**src/rtl/sda_pkg.sv**
```systemverilog
package sda_pkg;

	// Channel count and fixed-point layout.
	localparam int NUM_CH = 6;
	localparam int LOG_BITS = 24;
	localparam int OUT_FRAC = 20;
	localparam int EXP_W = 40;
	localparam int L_W = 30;
	localparam int COEF_W = 23;
	localparam int RATE_W = 21;
	localparam int ACC_W = 56;
	localparam int QUEUE_DEPTH = 2;
	localparam int FRAC_BITS_DEF = 20;
	localparam int SUM_WIDTH_DEF = 40;

	// Logarithm offsets in Q24.
	localparam longint LOG2_FIVE_Q24 = 38955489;
	localparam longint LOG2_400_Q24 = 145019842;
	localparam longint unsigned LOG2_E_Q24 = 64'd24204406;
	localparam logic signed [L_W-1:0] OFF_Q8 = L_W'((64'd8 << LOG_BITS) + LOG2_FIVE_Q24);
	localparam logic signed [L_W-1:0] OFF_SPEED = L_W'(LOG2_400_Q24);

	// Exponents and rates in Q20.
	localparam logic signed [COEF_W-1:0] LAM [NUM_CH] =
		'{23'sd408945, 23'sd482345, 23'sd408945, 23'sd440402, 23'sd429916, 23'sd1352663};
	localparam logic signed [COEF_W-1:0] BET [NUM_CH] =
		'{23'sd838861, 23'sd188744, 23'sd2432696, 23'sd1310720, 23'sd1677722, 23'sd2516582};
	localparam logic signed [COEF_W-1:0] GAM [NUM_CH] =
		'{23'sd912261, 23'sd702546, 23'sd1384120, 23'sd1352663, 23'sd723517, 23'sd555745};
	localparam longint unsigned RATE [NUM_CH] =
		'{64'd408945, 64'd734003, 64'd32506, 64'd608174, 64'd1205862, 64'd922747};

	// Decay exponent per channel: -(rate * log2(e) / 12) in Q24, rounded.
	localparam longint unsigned DEN = 64'd12 << 20;
	localparam longint unsigned RND6 = 64'd6 << 20;
	localparam logic signed [EXP_W-1:0] DE [NUM_CH] = '{
		-EXP_W'((RATE[0] * LOG2_E_Q24 + RND6) / DEN),
		-EXP_W'((RATE[1] * LOG2_E_Q24 + RND6) / DEN),
		-EXP_W'((RATE[2] * LOG2_E_Q24 + RND6) / DEN),
		-EXP_W'((RATE[3] * LOG2_E_Q24 + RND6) / DEN),
		-EXP_W'((RATE[4] * LOG2_E_Q24 + RND6) / DEN),
		-EXP_W'((RATE[5] * LOG2_E_Q24 + RND6) / DEN)
	};

	// Integer square root, used only to build the root table.
	function automatic longint unsigned isqrt64(input longint unsigned x);
		longint unsigned r;
		longint unsigned b;
		longint unsigned v;
		r = 0;
		b = 64'd1 << 62;
		v = x;
		while (b > v) b = b >> 2;
		while (b != 0) begin
			if (v >= r + b) begin
				v = v - (r + b);
				r = (r >> 1) + b;
			end else begin
				r = r >> 1;
			end
			b = b >> 2;
		end
		return r;
	endfunction

	// 2^(2^-k) in Q30.
	function automatic logic [31:0] root_val(input int k);
		longint unsigned t;
		t = 64'd1 << 31;
		for (int j = 1; j <= k; j++) t = isqrt64(t << 30);
		return 32'(t);
	endfunction

	localparam logic [31:0] ROOT_TAB [25] = '{
		root_val(0), root_val(1), root_val(2), root_val(3), root_val(4),
		root_val(5), root_val(6), root_val(7), root_val(8), root_val(9),
		root_val(10), root_val(11), root_val(12), root_val(13), root_val(14),
		root_val(15), root_val(16), root_val(17), root_val(18), root_val(19),
		root_val(20), root_val(21), root_val(22), root_val(23), root_val(24)
	};

	// One classified sample, as passed from the front to the back.
	typedef struct packed {
		logic restart;
		logic live;
		logic signed [L_W-1:0] ln;
		logic signed [L_W-1:0] lv;
		logic signed [L_W-1:0] lb;
	} item_t;

	// Request to and response from the shared exp2 unit.
	typedef struct packed {
		logic start;
		logic signed [EXP_W-1:0] e;
		logic [5:0] fb;
	} exp_req_t;

	typedef struct packed {
		logic busy;
		logic done;
		logic [63:0] value;
	} exp_rsp_t;

endpackage

```
**src/rtl/sda_front.sv**
```systemverilog
module sda_front import sda_pkg::*; (
	input logic clk,
	input logic arst_n,
	input logic s_tvalid,
	output logic s_tready,
	input logic [47:0] s_tdata, // density[15:0], speed[26:16], southward_field[42:27]
	input logic s_tuser, // restart
	output logic push_valid,
	input logic push_ready,
	output item_t push_data
);

	typedef enum logic [2:0] {
		F_IDLE = 3'b001,
		F_LOG = 3'b010,
		F_PUSH = 3'b100
	} fstate_t;

	fstate_t state_q;
	logic restart_q;
	logic live_q;
	logic [15:0] n_q;
	logic [10:0] v_q;
	logic [15:0] b_q;
	logic [1:0] j_q;
	logic [4:0] k_q;
	logic [31:0] m_q;
	logic [28:0] r_q;
	logic signed [L_W-1:0] l_q [3];

	logic [15:0] x_sel;
	logic [31:0] m_init;
	logic [28:0] r_init;
	logic [63:0] sq;
	logic [32:0] m2;
	logic [31:0] m_next;
	logic [28:0] r_next;
	logic signed [L_W-1:0] l_res;
	logic [15:0] s_n;
	logic [15:0] s_b;
	logic [10:0] s_v;

	assign s_n = s_tdata[15:0];
	assign s_v = s_tdata[26:16];
	assign s_b = s_tdata[42:27];

	// Operand for the next logarithm: the accepted density, or the stored speed or field.
	always_comb begin
		unique case (j_q)
			2'd0: x_sel = (state_q == F_IDLE) ? s_n : n_q;
			2'd1: x_sel = {5'b0, v_q};
			default: x_sel = b_q;
		endcase
	end

	// Normalize the operand so that its top bit lands at bit 31.
	always_comb begin
		logic [4:0] p;
		p = 5'd0;
		for (int i = 0; i < 16; i++) begin
			if (x_sel[i]) p = 5'(i);
		end
		m_init = 32'(x_sel) << (5'd31 - p);
		r_init = 29'(p) << LOG_BITS;
	end

	// One squaring step yields one fraction bit.
	always_comb begin
		sq = 64'(m_q) * 64'(m_q);
		m2 = sq[63:31];
		m_next = m2[32] ? m2[32:1] : m2[31:0];
		r_next = r_q;
		if (m2[32]) r_next[5'(LOG_BITS) - k_q] = 1'b1;
		if (j_q == 2'd1) l_res = signed'({1'b0, r_next}) - OFF_SPEED;
		else l_res = signed'({1'b0, r_next}) - OFF_Q8;
	end

	assign s_tready = (state_q == F_IDLE);
	assign push_valid = (state_q == F_PUSH);
	assign push_data = '{restart: restart_q, live: live_q,
		ln: l_q[0], lv: l_q[1], lb: l_q[2]};

	// Accept a sample, take its three logarithms (or zero them if any field is zero), then hand it on.
	always_ff @(posedge clk or negedge arst_n) begin
		if (!arst_n) begin
			state_q <= F_IDLE;
			j_q <= 2'd0;
			k_q <= 5'd1;
		end else begin
			unique case (state_q)
				F_IDLE: begin
					if (s_tvalid) begin
						restart_q <= s_tuser;
						n_q <= s_n;
						v_q <= s_v;
						b_q <= s_b;
						j_q <= 2'd0;
						k_q <= 5'd1;
						if (s_n != 16'd0 && s_v != 11'd0 && s_b != 16'd0) begin
							live_q <= 1'b1;
							m_q <= m_init;
							r_q <= r_init;
							state_q <= F_LOG;
						end else begin
							live_q <= 1'b0;
							l_q[0] <= '0;
							l_q[1] <= '0;
							l_q[2] <= '0;
							state_q <= F_PUSH;
						end
					end
				end
				F_LOG: begin
					if (k_q == 5'(LOG_BITS)) begin
						l_q[j_q] <= l_res;
						k_q <= 5'd1;
						if (j_q == 2'd2) begin
							// Back to the density slot so the next accepted sample
							// is normalized from its own density.
							j_q <= 2'd0;
							state_q <= F_PUSH;
						end else begin
							j_q <= j_q + 2'd1;
						end
					end else begin
						m_q <= m_next;
						r_q <= r_next;
						k_q <= k_q + 5'd1;
					end
				end
				F_PUSH: begin
					if (push_ready) state_q <= F_IDLE;
				end
				default: state_q <= F_IDLE;
			endcase
			// Load the next operand as soon as the previous logarithm is stored.
			if (state_q == F_LOG && k_q == 5'(LOG_BITS) && j_q != 2'd2) begin
				m_q <= m_init_next(j_q);
				r_q <= r_init_next(j_q);
			end
		end
	end

	// Normalized start values for speed and field, chosen by the step just finished.
	function automatic logic [31:0] m_init_next(input logic [1:0] j);
		logic [15:0] x;
		logic [4:0] p;
		x = (j == 2'd0) ? {5'b0, v_q} : b_q;
		p = 5'd0;
		for (int i = 0; i < 16; i++) begin
			if (x[i]) p = 5'(i);
		end
		return 32'(x) << (5'd31 - p);
	endfunction

	function automatic logic [28:0] r_init_next(input logic [1:0] j);
		logic [15:0] x;
		logic [4:0] p;
		x = (j == 2'd0) ? {5'b0, v_q} : b_q;
		p = 5'd0;
		for (int i = 0; i < 16; i++) begin
			if (x[i]) p = 5'(i);
		end
		return 29'(p) << LOG_BITS;
	endfunction

endmodule

```
**config.mk**
```make
export PLATFORM = sky130hd
export DESIGN_NAME = sda_front
export DESIGN_NICKNAME = d
export VERILOG_FILES = /design/src/rtl/sda_pkg.sv /design/src/rtl/sda_front.sv
export SDC_FILE = /design/constraint.sdc
export NUM_CORES = 2
export LEC_CHECK = 0
export ABC_AREA = 1
export BUFFER_PORTS_ARGS = -buffer_cell sky130_fd_sc_hd__buf_2
export CORE_MARGIN = 2
export CORE_UTILIZATION = 30
export DETAILED_ROUTE_END_ITERATION = 8
export HOLD_SLACK_MARGIN = 0.12
export PLACE_DENSITY = 0.55
export SKIP_LAST_GASP = 1
export SLEW_MARGIN = 20
export SYNTH_ARGS = -nofsm -noshare
export SYNTH_HDL_FRONTEND = slang
export SYNTH_SLANG_ARGS = --single-unit
```
**constraint.sdc**
```tcl
create_clock -name clk -period 23.8 [get_ports clk]
set_clock_uncertainty 0.15 [all_clocks]
set_input_delay 0 -clock clk [delete_from_list [all_inputs] [get_ports clk]]
set_output_delay 0 -clock clk [all_outputs]
set_load 0.005 [all_outputs]
```
==> results by group <==
Clock network
  – CTS Buf Count: 25
  – CTS root buffer: clkbuf_16
  – Setup bufs post-CTS: 0
  – CTS H-tree lvls: 1
  – Max Buffers Root-to-Sink: 3
  – Clock Pin Slew Worst Setup and Hold Paths: about 0.07 ns
  – Hold buffers post-CTS: 94
  – CTS tree: yes
  – Clk_lat worst skew: 0.59 ns
  – Post-cts gate resize count: 0
  – CTS Sinks: just over 200

Critical path
  – Crit path buffers/inverters: 7
  – R2r endpoint: l_q[1][13]
  – Family with the most delay on the worst path: adder cells
  – CP required: 23.92 ns
  – Most numerous cell on the critical path: nand2_1
  – Crit path DAT: 10.80 ns
  – Worst Setup SP: m_q[22]
  – Max stage delay on crit path: 1.00 ns
  – Crit-path slowest cell: edfxtp_1
  – Critical path capture point type: flip-flop
  – Type of origin of the critical path: flip-flop
  – Max FO, Critical Path: 56
  – Worst reg2reg path depth: 36
  – Setup CP Type: reg2reg
  – Reg2Reg Launch Point: m_q[22]
  – Flop2flop setup slack: 13.12 ns

STA
  – RSZ-0062 raised after global routing: no
  – Tcrit/Tclk final: 0.449
  – Setup TNS: 0 ns
  – Rel. slew slack: 0.332
  – Fin crit period: around 11 ns
  – Setup violators final: 0
  – Final Max Tran Viols: 0
  – F_max: 93.6 MHz
  – Hold Vio Cnt, Final: 0
  – Worst slew pin tran: roughly 1 ns

Flow run
  – MaxCap Viol Count: 0

Drt
  – Via count: 34.0k
  – Pre-antenna DRT Iters: 6
  – Highest Signal Layer: met4
  – Met1 Wirelength: 54.1 mm
  – WL/cell: between 15 and 20 um
  – Total wire length: 130 mm
  – DR WL met2: ~65 mm
  – Routed Antenna Nets: 0
  – WL met3: 6.54 mm
  – Initial drt markers: 2245
  – DRC: 0
  – Via density per instance: between 4 and 5

Synthesis
  – FF+latch count, synth: about 210
  – Post-synth EDFFs: 196
  – Yosys cell types: 60
  – Area share of the leading cell type in the synthesized netlist: 0.374
  – Xor and xnor area share after synthesis: 0.0164
  – Synth Warn #: 0
  – Combinational family with the most area after synthesis: adder cells
  – Post-synthesis sequential area ratio: 0.144
  – Async S/R FF share, synth: 0.0485
  – Syn Area/Cell: 8.12 um2
  – Post-Syn Instances: around 5.3k
  – Syn_nets: between 6k and 7k
  – Synth Cell Area: 0.0427 mm2
  – Dominant synthesized flop cell: edfxtp_1
  – Adder-cell share of the synthesized area: 0.459
  – Multiplexer share of the synthesized area: 0
  – Synth top area cells: fa_1, edfxtp_1, inv_1
  – Post-synth top area cell: fa_1
  – Synth Area in Compound Gates: 0.0584
  – Simple-gate share of the synthesized area: 0.181

Die
  – Chip Width: between 300 and 400 um
  – Initial Util: 0.302
  – Full die area: around 0.15 mm2
  – Top Ports: between 100 and 150
  – Num rows: 138
  – Height of the die: 381 um
  – CORE AREA: 0.141 mm2

Placed design
  – RePlAce Congestion: around 0.94
  – Post-DP HPWL: about 100 mm
  – I/O Buffers: approximately 140

Finish
  – Commonest non-fill, non-tap cells in the layout: inv_1, nand2_1, fa_1
  – Ratio of cells with drive above 1 in the final layout: 0.0622
  – Area Growth Syn to Fin: 10.8%
  – Most common cell after layout, fill and taps aside: inv_1
  – Nets: about 6.6k

Run status
  – Status: complete, no violations

Worst hold path
  – Hold Crit Class: in2reg
  – Hold EP: state_q[2]
  – HP Start: push_ready
  – Hold Path Depth: 5

Global routing
  – Largest net degree at the start of global routing: 57
  – First-pass GRT wire length: 209 mm
  – Initial antenna violation count: 1
  – Vias in the first global route: 36.9k
  – GRT Resource Usage Total: 0.183
  – Grt ovf: 0
-- sequential cells by signal, indices dropped and copies added, names as in the netlist --
register / flops
l_q: 90
m_q: 32
r_q: 29
b_q: 16
n_q: 16
v_q: 11
k_q: 5
state_q: 3
j_q: 2
live_q: 1
restart_q: 1
-- routing by layer --
layer	global-route usage	vias up
met4	0.0463	0
met1	0.232	17000
met2	0.327	811
met5	0	-
li1	-	16000
met3	0.0212	167
-- how the worst max path moves through the flow --
stage                 endpoint  slack (ns)  cells after the start
global route        l_q[2][13]       12.59                     38
floorplan           l_q[0][13]       15.53                     39
global placement     l_q[0][9]       13.19                     35
finish              l_q[1][13]       13.12                     36
CTS                 l_q[0][12]       13.06                     35
detailed placement  l_q[0][12]       13.15                     37
-- metrics by stage --
step,utilization,setup slack [ns],instance area (um2),hold slack (ns),cells
global placement,0.322,13.19,45600,-0.0218,7185
CTS,0.335,13.06,47300,0.133,7322
floorplan,-,15.53,42700,-0.446,5266
global route,0.335,12.59,47400,0.185,7323
detailed placement,0.322,13.15,45600,-0.0343,7185
finish,0.335,13.12,47400,0.187,7323
-- layout make-up --
cell class,count,area [um2]
tap,1890,2360
multi-input combinational,3470,30600
timing repair buffer,289,2050
antenna,1,2.50
clock inverter,18,224
fill,14900,94100
clock buffer,25,626
inverter,1424,5350
sequential,206,6140
-- worst reg2reg max path: cells and delay by family, from the launching register on --
kind / cells / cell delay (ns)
adders and majority gates: 10 / 4.61
and+or+nand+nor: 15 / 2.58
buffers and inverters: 7 / 1.05
DFF: 1 / 1.00
AOI/OAI and AO/OA: 3 / 0.54
xor gates and xnor gates: 1 / 0.45
-- Yosys cell counts (12+ instances only) --
cell type  count
a21o_1        13
a21oi_1      164
a31oi_1       17
buf_2         15
clkbuf_1     131
edfxtp_1     196
fa_1         799
ha_1         289
inv_1       1408
inv_2         14
nand2_1     1220
nand2_2       24
nand3_1      219
nand4_1       40
nor2_1       296
nor2_2        12
nor3_1        20
nor4_1        15
o211ai_1      26
o21ai_0       99
o21ai_1       19
o21bai_1      16
xnor2_1       28
xor2_1        50
-- cells by family after synthesis --
group | Yosys count
buffers and inverters | 1590
AO/OA/AOI/OAI | 419
AND/OR/NAND/NOR | 1884
XOR/XNOR | 79
adder cells (fa/ha/maj) | 1088
flip-flops | 206
Power is left out: the tool's default activity adds up to more than one toggle a clock period on the data nets, which glitch-free logic cannot reach.
