==> config.mk <==
export PLATFORM = sky130hd
export DESIGN_NAME = sda_queue
export DESIGN_NICKNAME = d
export VERILOG_FILES = /design/src/rtl/sda_pkg.sv /design/src/rtl/sda_queue.sv
export SDC_FILE = /design/constraint.sdc
export NUM_CORES = 1
export LEC_CHECK = 0
export ABC_AREA = 1
export BUFFER_PORTS_ARGS = -buffer_cell sky130_fd_sc_hd__clkbuf_2
export CAP_MARGIN = 30
export CORE_MARGIN = 3
export CORE_UTILIZATION = 56
export DETAILED_ROUTE_END_ITERATION = 16
export MAX_ROUTING_LAYER = met4
export PLACE_DENSITY_LB_ADDON = 0.1
export REMOVE_ABC_BUFFERS = 1
export SLEW_MARGIN = 20
export SYNTH_ARGS = -nofsm -noshare
export SYNTH_HDL_FRONTEND = slang
export SYNTH_SLANG_ARGS = --single-unit
==> constraint.sdc <==
create_clock -name clk -period 13.7 [get_ports clk]
set_clock_uncertainty 0.05 [all_clocks]
set_input_delay 2.74 -clock clk [delete_from_list [all_inputs] [get_ports clk]]
set_output_delay 2.74 -clock clk [all_outputs]
set_load 0.02 [all_outputs]
==> src/rtl/sda_pkg.sv <==
package sda_pkg;

	// Channel count and fixed-point layout.
	localparam int NUM_CH = 6;
	localparam int LOG_BITS = 24;
	localparam int OUT_FRAC = 20;
	localparam int EXP_W = 40;
	localparam int L_W = 30;
	localparam int COEF_W = 23;
	localparam int RATE_W = 21;
	localparam int ACC_W = 56;
	localparam int QUEUE_DEPTH = 2;
	localparam int FRAC_BITS_DEF = 20;
	localparam int SUM_WIDTH_DEF = 40;

	// Logarithm offsets in Q24.
	localparam longint LOG2_FIVE_Q24 = 38955489;
	localparam longint LOG2_400_Q24 = 145019842;
	localparam longint unsigned LOG2_E_Q24 = 64'd24204406;
	localparam logic signed [L_W-1:0] OFF_Q8 = L_W'((64'd8 << LOG_BITS) + LOG2_FIVE_Q24);
	localparam logic signed [L_W-1:0] OFF_SPEED = L_W'(LOG2_400_Q24);

	// Exponents and rates in Q20.
	localparam logic signed [COEF_W-1:0] LAM [NUM_CH] =
		'{23'sd408945, 23'sd482345, 23'sd408945, 23'sd440402, 23'sd429916, 23'sd1352663};
	localparam logic signed [COEF_W-1:0] BET [NUM_CH] =
		'{23'sd838861, 23'sd188744, 23'sd2432696, 23'sd1310720, 23'sd1677722, 23'sd2516582};
	localparam logic signed [COEF_W-1:0] GAM [NUM_CH] =
		'{23'sd912261, 23'sd702546, 23'sd1384120, 23'sd1352663, 23'sd723517, 23'sd555745};
	localparam longint unsigned RATE [NUM_CH] =
		'{64'd408945, 64'd734003, 64'd32506, 64'd608174, 64'd1205862, 64'd922747};

	// Decay exponent per channel: -(rate * log2(e) / 12) in Q24, rounded.
	localparam longint unsigned DEN = 64'd12 << 20;
	localparam longint unsigned RND6 = 64'd6 << 20;
	localparam logic signed [EXP_W-1:0] DE [NUM_CH] = '{
		-EXP_W'((RATE[0] * LOG2_E_Q24 + RND6) / DEN),
		-EXP_W'((RATE[1] * LOG2_E_Q24 + RND6) / DEN),
		-EXP_W'((RATE[2] * LOG2_E_Q24 + RND6) / DEN),
		-EXP_W'((RATE[3] * LOG2_E_Q24 + RND6) / DEN),
		-EXP_W'((RATE[4] * LOG2_E_Q24 + RND6) / DEN),
		-EXP_W'((RATE[5] * LOG2_E_Q24 + RND6) / DEN)
	};

	// Integer square root, used only to build the root table.
	function automatic longint unsigned isqrt64(input longint unsigned x);
		longint unsigned r;
		longint unsigned b;
		longint unsigned v;
		r = 0;
		b = 64'd1 << 62;
		v = x;
		while (b > v) b = b >> 2;
		while (b != 0) begin
			if (v >= r + b) begin
				v = v - (r + b);
				r = (r >> 1) + b;
			end else begin
				r = r >> 1;
			end
			b = b >> 2;
		end
		return r;
	endfunction

	// 2^(2^-k) in Q30.
	function automatic logic [31:0] root_val(input int k);
		longint unsigned t;
		t = 64'd1 << 31;
		for (int j = 1; j <= k; j++) t = isqrt64(t << 30);
		return 32'(t);
	endfunction

	localparam logic [31:0] ROOT_TAB [25] = '{
		root_val(0), root_val(1), root_val(2), root_val(3), root_val(4),
		root_val(5), root_val(6), root_val(7), root_val(8), root_val(9),
		root_val(10), root_val(11), root_val(12), root_val(13), root_val(14),
		root_val(15), root_val(16), root_val(17), root_val(18), root_val(19),
		root_val(20), root_val(21), root_val(22), root_val(23), root_val(24)
	};

	// One classified sample, as passed from the front to the back.
	typedef struct packed {
		logic restart;
		logic live;
		logic signed [L_W-1:0] ln;
		logic signed [L_W-1:0] lv;
		logic signed [L_W-1:0] lb;
	} item_t;

	// Request to and response from the shared exp2 unit.
	typedef struct packed {
		logic start;
		logic signed [EXP_W-1:0] e;
		logic [5:0] fb;
	} exp_req_t;

	typedef struct packed {
		logic busy;
		logic done;
		logic [63:0] value;
	} exp_rsp_t;

endpackage

==> src/rtl/sda_queue.sv <==
module sda_queue import sda_pkg::*; (
	input logic clk,
	input logic arst_n,
	input logic push_valid,
	output logic push_ready,
	input item_t push_data,
	output logic pop_valid,
	input logic pop_ready,
	output item_t pop_data
);

	localparam int PW = (QUEUE_DEPTH > 1) ? $clog2(QUEUE_DEPTH) : 1;

	item_t mem_q [QUEUE_DEPTH];
	logic [PW-1:0] wr_q;
	logic [PW-1:0] rd_q;
	logic [PW:0] cnt_q;
	logic do_push;
	logic do_pop;

	assign push_ready = (cnt_q != (PW+1)'(QUEUE_DEPTH));
	assign pop_valid = (cnt_q != '0);
	assign pop_data = mem_q[rd_q];
	assign do_push = push_valid && push_ready;
	assign do_pop = pop_valid && pop_ready;

	// Entry storage.
	always_ff @(posedge clk) begin
		if (do_push) mem_q[wr_q] <= push_data;
	end

	// Pointers and fill count.
	always_ff @(posedge clk or negedge arst_n) begin
		if (!arst_n) begin
			wr_q <= '0;
			rd_q <= '0;
			cnt_q <= '0;
		end else begin
			if (do_push) wr_q <= (wr_q == PW'(QUEUE_DEPTH - 1)) ? '0 : wr_q + 1'b1;
			if (do_pop) rd_q <= (rd_q == PW'(QUEUE_DEPTH - 1)) ? '0 : rd_q + 1'b1;
			if (do_push && !do_pop) cnt_q <= cnt_q + 1'b1;
			else if (do_pop && !do_push) cnt_q <= cnt_q - 1'b1;
		end
	end

endmodule

==> impl_metrics.toml, run 1 <==
[critical_path]
required_ns = 10.91
start_kind = "flop"
crit_arrival_ns = 2.50
critical_path.startpoint = "rd_q"
crit_type = "reg -> out"
timing.rr.start = "rd_q"
crit_path_end_kind = "primary output"
r2r_slack_ns = 11.67
crit_fanout = 52

[cts]
cts_tree = "yes"
cts_max_level = 4
ctsResizeCount = 0
cts_inserted_buffers = 17
path_clk_slew_ns = 0.06
cts.path.max_buffers = 2
clock_latency_ns = 0.41
hold_buffers = 0
cts-root-buf = "clkbuf_16"
clkSinkCount = 188
post-cts-setup-buffer-count = 0

[route]
drtAntennaViolNets = 0
first_pass_iters = 4
viasPerCell = 5.01
drc = 0
routed_wl_mm = 13.7
routed-via-count = 4311
wl_per_cell_microns = 16.0
drt_iter0_drc = 273

[yosys]
synth.distinct_cells = 14
ys_seq_area_share_pct = 81.6
synthCells = 509
avgSynthCellArea_sq_um = 13.5
synth_area_sq_mm = 0.00689
ys_warn_count = 0
synth-seq-cells = 188

[place]
place_ws_ns = 8.81
gp_congestion = 0.765
dp_hpwl_mm = 8.85
io_buffers = 189

[pwr]
leakage_nw = 3.74
switchingPower_mw = 0.732
clockPowerShare_pct = 22.7
power.switching_fraction_pct = 37.1
power.internal_mw = 1.24
ir_drop_uv = 151
sequentialPowerShare_pct = 41.5
p_comb_share_pct = 35.7
power.density_mw_per_mm2 = 231

[die]
fp.dieW_microns = 117
die_h_microns = 117
num_io_pins = 190
die_area_sq_mm = 0.0137
start_util_pct = 58.9
num_rows = 39
core-area_sq_mm = 0.0117

[grt]
grtUsageTotal_pct = 20.9
antenna_found_initial = 0
grt_max_degree = 94
grt_pass1_vias = 4301
grt_pass1_wl_mm = 20.4
gr-total-overflow = 0

[sta]
setup_ws_ns = 8.41
min_period_over_period_pct = 38.6
fmax_mhz = 189
finalSetupViolCount = 0
period_minus_slack_ns = 5.29
slew_headroom_pct = 50.0
setup_tns_ns = 0
worst_pin_slew_ns = 0.749
rsz0062_at_grt = "no"
hold_violations = 0
slew_violations = 0

[run]
cap_violations = 0

[cells_and_area]
regArea_sq_mm = 0.00563
drive_gt1_share_pct = 30.8
final_nets = 801
syn_to_final_growth_pct = 23.9
diodes = 0
fill_cells = 798
layout_commonest_cell = "nand2_1"
layout_common_cells = "286 x nand2_1, 189 x clkbuf_2, 184 x edfxtp_1"
multiInputGateArea_sq_mm = 0.00114

[status]
outcome = "complete, no violations"

[min_path]
hp-class = "reg -> reg"
hp-start = "cnt_q[0]"
## path summary, 6_finish.rpt
check / endpoint / cells past startpoint
max reg2reg: rd_q / 4
min: cnt_q[0] / 1
min in group asynchronous: cnt_q[0] / 1
max: pop_data[80] / 5
min reg2reg: cnt_q[0] / 1
max in group asynchronous: rd_q / 1
## worst max-delay path, cell delays in order (launching register included)
cell	delay [ns]
dfrtp_4	0.48
inv_2	0.54
buf_4	0.61
nand2_1	0.11
nand2_1	0.14
clkbuf_2	0.18
## power groups by stage
stage,sequential (mW),clock [mW],combinational (mW)
floorplan,0.865,0,0.423
global placement,0.826,0,0.697
detailed placement,0.832,0,0.706
CTS,0.820,0.457,0.709
global route,0.830,0.480,0.776
finish,0.819,0.449,0.705
## state kept, by name, summed over array words and instances, names as in the netlist
signal	flops
mem_q	184
cnt_q	2
rd_q	1
wr_q	1
## metrics by stage
| step | hold slack, ns | power, mW | instances | utilization [%] | instance area, sq um |
|---|---|---|---|---|---|
| global placement | 0.430 | 1.52 | 827 | 68.0 | 7970 |
| CTS | 0.458 | 1.99 | 859 | 72.7 | 8510 |
| detailed placement | 0.445 | 1.54 | 827 | 68.0 | 7970 |
| floorplan | 0.412 | 1.29 | 489 | - | 6780 |
| finish | 0.452 | 1.97 | 860 | 72.9 | 8540 |
| global route | 0.478 | 2.09 | 860 | 72.9 | 8540 |
## layer usage
metal  vias up  wire length (microns)  track usage, %  part of all wire, %
met5         -                      0               -                    0
li1       2111                      -               -                    -
met3        15                   1060            5.91                  7.7
met4         0                    223            9.86                  1.6
met2       151                   7120            33.8                   52
met1      2034                   5340            24.4                   39
## area by class of cell
cell class | count | area share [%]
multi-input combinational | 294 | 13.4
timing repair buffer | 196 | 11.9
sequential | 188 | 65.9
clock buffer | 21 | 5.16
clock inverter | 11 | 1.19
tap | 143 | 2.10
inverter | 7 | 0.308
## cells by family after synthesis
kind of cell	count (synthesis)	synth area share, %
simple gates	291	15.9
flops	188	81.6
buf+inv	27	2.03
xor+xnor	2	0.254
fa+ha+maj	1	0.181
## Yosys cell counts (all sizes together)
master  instances  area [sq um]
nand2         286          1070
edfxtp        184          5530
buf            17           103
inv             7          26.3
dfrtp           4           100
clkbuf          3          11.3
nand3           2          10.0
nor2            2          7.51
ha              1          12.5
nand4           1          6.26
xnor2           1          8.76
xor2            1          8.76
Note: power is estimated with default switching activity, not from simulation.
==> inputs of run 2 (changes only) <==
--- a/config.mk
+++ b/config.mk
@@ -5,11 +5,11 @@
 export SDC_FILE = /design/constraint.sdc
 export NUM_CORES = 1
 export LEC_CHECK = 0
-export ABC_AREA = 1
+export ABC_AREA = 0
 export BUFFER_PORTS_ARGS = -buffer_cell sky130_fd_sc_hd__clkbuf_2
 export CAP_MARGIN = 30
 export CORE_MARGIN = 3
-export CORE_UTILIZATION = 56
+export CORE_UTILIZATION = 52
 export DETAILED_ROUTE_END_ITERATION = 16
 export MAX_ROUTING_LAYER = met4
 export PLACE_DENSITY_LB_ADDON = 0.1
==> constraint.sdc (replaced) <==
create_clock -name clk -period 5.54 [get_ports clk]
set_clock_uncertainty 0.05 [all_clocks]
set_input_delay 1.108 -clock clk [delete_from_list [all_inputs] [get_ports clk]]
set_output_delay 1.108 -clock clk [all_outputs]
set_load 0.02 [all_outputs]
==> run 2 against run 1 <==
  * Non-clock buffer count fell by 1
  * Die area grew 11%
  * Routed wire length decreased by 12%
  * Worst setup slack got worse by 6.4 ns
  * Sequential power rose to 2.5 times the previous value
  * Design area grew 3.6%
  * Core utilization shrank 6.3 points
  * Sequential share of layout area fell by 2.3 points
==> impl_metrics.toml, run 2 <==
[grt]
gr-total-overflow = 0
antenna_found_initial = 1
grt_max_degree = 57
grt_pass1_wl_mm = 17.9
grt_pass1_vias = 3533
grtUsageTotal_pct = 16.7

[die]
num_rows = 42
start_util_pct = 53.5
die_h_microns = 123
fp.dieW_microns = 123
die_area_sq_mm = 0.0151
num_io_pins = 190
core-area_sq_mm = 0.0133

[critical_path]
cp_cell_sequence = "buf_16 -> buf_4 -> mux2_2 -> clkbuf_2"
timing.rr.start = "cnt_q[0]"
crit_arrival_ns = 2.36
start_kind = "flop"
reg2reg_to = "mem_q[1][10]"
required_ns = 4.38
crit_type = "reg -> out"
cpLargestDelayFamily = "buffers and inverters"
crit_fanout = 37
path_buf_inv = 3
ff2ff_path_depth = 3
r2r_slack_ns = 3.20
crit_path_end_kind = "primary output"
crit_slowest_cell = "dfrtp_4"
slowest_delay_ns = 0.65

[route]
first_pass_iters = 6
routed_wl_mm = 12.0
wl_per_cell_microns = 17.2
wirelength_met1_mm = 4.97
viasPerCell = 4.94
highest-signal-layer = "met4"
routed-via-count = 3447
met3_length_microns = 823
drt_iter0_drc = 200
drc = 0
drtAntennaViolNets = 0
met2WireLength_mm = 5.91

[yosys]
synth.most_common_cell = "edfxtp_1"
synth-compound-area-share_pct = 0
synth_largest_area_cell = "edfxtp_1"
postSynth.asyncResetShare_pct = 2.13
synth_top_family_by_area = "multiplexers"
synth-seq-cells = 188
synthAdderAreaFrac_pct = 0.176
synthFlopType = "edfxtp_1"
synthXorXnorAreaFrac_pct = 0.616
ys_warn_count = 0
ys_top_cells_by_count = "184 x edfxtp_1, 70 x mux2_4, 22 x mux2_2"
synth.distinct_cells = 16
synthMuxAreaShare_pct = 18.3
synth-simple-area-share_pct = 0.475
ys_seq_area_share_pct = 79.1
avgSynthCellArea_sq_um = 23.4
synth_top_cells_by_area = "edfxtp_1 78%, mux2_4 15%, mux2_2 3.5%, dfrtp_1 1.4%, buf_6 1.1%"
synth_edf_count = 184
synthCells = 304
synth_area_sq_mm = 0.00711
synth_top_area_share_pct = 77.7

[sta]
slew_headroom_pct = 50.0
finalSetupViolCount = 0
rsz0062_at_grt = "no"
hold_violations = 0
slew_violations = 0
setup_ws_ns = 2.02
period_minus_slack_ns = 3.52
worst_pin_slew_ns = 0.750
fmax_mhz = 284
min_period_over_period_pct = 63.5

[cells_and_area]
registers.top_by_ff_count = "mem_q"
drive_gt1_share_pct = 61.2
final_cell_count_no_fill = 698
final_util_pct = 66.6
layout_commonest_cell = "clkbuf_2"
multiInputGateArea_sq_mm = 0.00140
final_nets = 605
regArea_sq_mm = 0.00563
fill_cells = 973
largest_reg_flops = 184
largestRegisters = "mem_q (184), cnt_q (2)"
syn_to_final_growth_pct = 24.4
layout_common_cells = "189 x clkbuf_2, 184 x edfxtp_1, 70 x mux2_4"

[place]
dp.cells = 664
dp_hpwl_mm = 8.12
io_buffers = 189
place_ws_ns = 2.21
gp_congestion = 0.757

[cts]
hold_buffers = 0
cts_inserted_buffers = 17
clkSinkCount = 188
cts_tree = "yes"
ctsResizeCount = 0
clock_latency_ns = 0.41
path_clk_slew_ns = 0.06
cts_max_level = 4
cts-root-buf = "clkbuf_16"
post-cts-setup-buffer-count = 0
cts.path.max_buffers = 2

[pwr]
switchingPower_mw = 1.56
sequentialPowerShare_pct = 41.7
clockPowerShare_pct = 23.8
power.switching_fraction_pct = 31.4
leakage_nw = 3.57
power.density_mw_per_mm2 = 559
power.internal_mw = 3.39
ir_drop_uv = 267
total_power_mw = 4.95
p_comb_share_pct = 34.4

[status]
outcome = "complete, no violations"

[min_path]
hp-class = "in -> async"

[run]
cap_violations = 0
==> run 2: changes by cell type after synthesis, sizes merged <==
cell    delta
xnor2      +2
or2        +1
nand3      -2
buf        -7
nand4      -1
inv        -6
mux2      +92
nand2    -284
and3       +1
nand2b     +1
xor2       +1
clkbuf     -3
==> run 2: how the worst max path moves through the flow <==
stage                     startpoint  depth (start not counted)           end
after detailed placement        rd_q                          3  pop_data[68]
after floorplan           push_valid                          2   mem_q[0][0]
after CTS                       rd_q                          3  pop_data[68]
final                           rd_q                          4  pop_data[68]
after global routing            rd_q                          4  pop_data[72]
after global placement          rd_q                          3  pop_data[69]
==> run 2: cell families after synthesis <==
logic type | Yosys count
xor+xnor | 5
simple gates | 7
mux | 92
flops | 188
fa+ha+maj | 1
buf+inv | 11
==> run 2: cell type report <==
| type | count | area share, % |
|---|---|---|
| Antenna cell | 1 | 0.0283 |
| Clock buffer | 18 | 4.85 |
| Clock inverter | 14 | 1.71 |
| Inverter | 1 | 0.0424 |
| Multi-Input combinational cell | 105 | 15.8 |
| Sequential cell | 188 | 63.6 |
| Tap cell | 176 | 2.49 |
| Timing Repair Buffer | 195 | 11.4 |
==> run 2: metal layers <==
metal / vias up / GRT usage [%]
met5: - / -
met2: 124 / 25.1
li1: 1618 / -
met1: 1684 / 20.8
met3: 21 / 5.49
met4: 0 / 7.84
==> run 2: power by group through the flow <==
stage	sequential, mW	combinational [mW]	clock [mW]
after floorplan	2.20	1.22	0
after global placement	2.16	1.64	0
after detailed placement	2.17	1.65	0
after CTS	2.14	1.66	1.21
after global routing	2.10	1.82	1.26
final	2.07	1.70	1.18
==> run 2: metrics by stage <==
stage          cell area (sq um)  setup TNS [ns]  hold WS (ns)
6_report                    8850               0         0.440
5_1_grt                     8850               0         0.410
4_1_cts                     8820               0         0.417
3_5_place_dp                8240               0         0.458
3_3_place_gp                8240               0         0.424
2_1_floorplan               7020           -8.28         0.406
==> run 2: worst register-to-register path, cell delays in order (launching register included) <==
cell and delay [ns]:
dfrtp_1 0.41, nand2b_1 0.19, and3_4 0.70, buf_4 0.61
==> inputs of run 3 (changes only) <==
==> constraint.sdc (replaced) <==
create_clock -name clk -period 3.6 [get_ports clk]
set_clock_uncertainty 0.05 [all_clocks]
set_input_delay 0.72 -clock clk [delete_from_list [all_inputs] [get_ports clk]]
set_output_delay 0.72 -clock clk [all_outputs]
set_load 0.02 [all_outputs]
==> run 3 against run 2 <==
  * Register-to-register slack got worse by 1.5 ns
  * First-iteration DRC count increased by 3.0%
  * Worst setup slack got worse by 1.4 ns
  * Global-route usage increased by 0.27 points
  * Largest cell class unchanged
  * Design area about the same
  * Critical endpoint is now pop_data[28]
  * Cell count decreased by 0.29%
  * Sequential power increased by 56%
  * Clock-buffer cell count increased by 2
  * Clock power increased by 51%
  * Non-clock buffer count unchanged
  * Critical path depth decreased by 1
==> impl_metrics.toml, run 3 (same netlist as run 2, synthesis figures left out) <==
[critical_path]
critical_path.startpoint = "rd_q"
required_ns = 2.83
crit_arrival_ns = 2.16
reg2reg_to = "mem_q[1][10]"
ff2ff_path_depth = 3
r2r_slack_ns = 1.67
crit_type = "reg -> out"
crit_fanout = 35
crit_path_end_kind = "primary output"
timing.rr.start = "cnt_q[0]"
cp-endpoint = "pop_data[28]"
start_kind = "flop"

[place]
gp_congestion = 0.721
dp_hpwl_mm = 7.99
io_buffers = 189

[cts]
cts_inserted_buffers = 17
cts.path.max_buffers = 2
clkSinkCount = 188
ctsResizeCount = 0
path_clk_slew_ns = 0.06
post-cts-setup-buffer-count = 0
cts_tree = "yes"
cts-root-buf = "clkbuf_16"
cts_max_level = 4
clock_latency_ns = 0.41
hold_buffers = 0

[route]
first_pass_iters = 4
viasPerCell = 4.90
routed-via-count = 3407
drc = 0
drt_iter0_drc = 206
drtAntennaViolNets = 0
wl_per_cell_microns = 17.4
routed_wl_mm = 12.1

[grt]
antenna_found_initial = 0
grtUsageTotal_pct = 17.0
grt_pass1_vias = 3534
grt_max_degree = 93
gr-total-overflow = 0
grt_pass1_wl_mm = 18.1

[cells_and_area]
largestRegisters = "mem_q (184), cnt_q (2)"
final_nets = 605
layout_commonest_cell = "clkbuf_2"
layout_common_cells = "189 x clkbuf_2, 184 x edfxtp_1, 70 x mux2_4"
diodes = 0
drive_gt1_share_pct = 60.4
final_util_pct = 66.5
largest_reg_flops = 184
fill_cells = 917
syn_to_final_growth_pct = 24.3
registers.top_by_ff_count = "mem_q"

[sta]
rsz0062_at_grt = "no"
slew_violations = 0
worst_pin_slew_ns = 0.596
setup_tns_ns = 0
hold_violations = 0
min_period_over_period_pct = 81.3
period_minus_slack_ns = 2.93
fmax_mhz = 342
finalSetupViolCount = 0
slew_headroom_pct = 60.3

[die]
num_io_pins = 190
die_area_sq_mm = 0.0151
start_util_pct = 53.5
num_rows = 42
die_h_microns = 123
fp.dieW_microns = 123
core-area_sq_mm = 0.0133

[pwr]
ir_drop_uv = 468
leakage_nw = 3.56
power.density_mw_per_mm2 = 859

[min_path]
hp-class = "in -> async"

[status]
outcome = "complete, no violations"

[run]
cap_violations = 0
-- run 3: cell types whose count changed in the layout (fill, tap and decap cells not counted), sizes merged --
cell / previous run / this run
clkinv: 9 / 7
diode: 1 / 0
inv: 2 / 1
clkbuf: 207 / 209
-- run 3: worst min-delay path by stage --
| stage | start | end |
|---|---|---|
| after floorplan | arst_n | cnt_q[0] |
| after global placement | cnt_q[1] | cnt_q[1] |
| after detailed placement | cnt_q[1] | cnt_q[1] |
| after CTS | arst_n | cnt_q[0] |
| after global routing | arst_n | cnt_q[0] |
| final | arst_n | cnt_q[0] |
-- run 3: area by class of cell --
cell class	count	area [sq um]	area share [%]
Clock buffer	20	437	4.94
Sequential cell	188	5630	63.6
Multi-Input combinational cell	105	1400	15.8
Tap cell	176	220	2.49
Inverter	1	3.75	0.0424
Clock inverter	11	126	1.43
Timing Repair Buffer	195	1030	11.6
-- run 3: worst max-delay path, stage by stage (launching register included) --
cell      delay, ns
dfrtp_4        0.82
buf_4          0.42
mux2_4         0.34
clkbuf_2       0.16
-- run 3: metrics by stage --
| stage | instances | total power, mW | setup slack (ns) | hold WS (ns) | cell area (sq um) |
|---|---|---|---|---|---|
| 6_report | 696 | 7.60 | 0.672 | 0.0552 | 8850 |
| 5_1_grt | 696 | 7.96 | 0.556 | 0.0331 | 8850 |
| 4_1_cts | 696 | 7.70 | 0.608 | 0.0351 | 8850 |
| 3_5_place_dp | 665 | 5.92 | 1.07 | 0.428 | 8280 |
| 3_3_place_gp | 665 | 5.88 | 1.10 | 0.422 | 8280 |
| 2_1_floorplan | 294 | 5.26 | -1.64 | 0.374 | 7020 |
-- run 3: report_power, final --
group,switching (mW),leakage (nW),internal (mW)
logic,1.45,1.54,1.16
registers,0.220,1.75,3.00
clock network,0.704,0.271,1.07
total,2.37,3.56,5.23
-- run 3: metal layers --
metal	wire length, microns	vias up	GRT usage, %
met5	0	-	-
met4	187	0	6.51
met3	966	15	6.40
met2	6220	123	27.2
met1	4710	1654	19.7
li1	-	1615	-
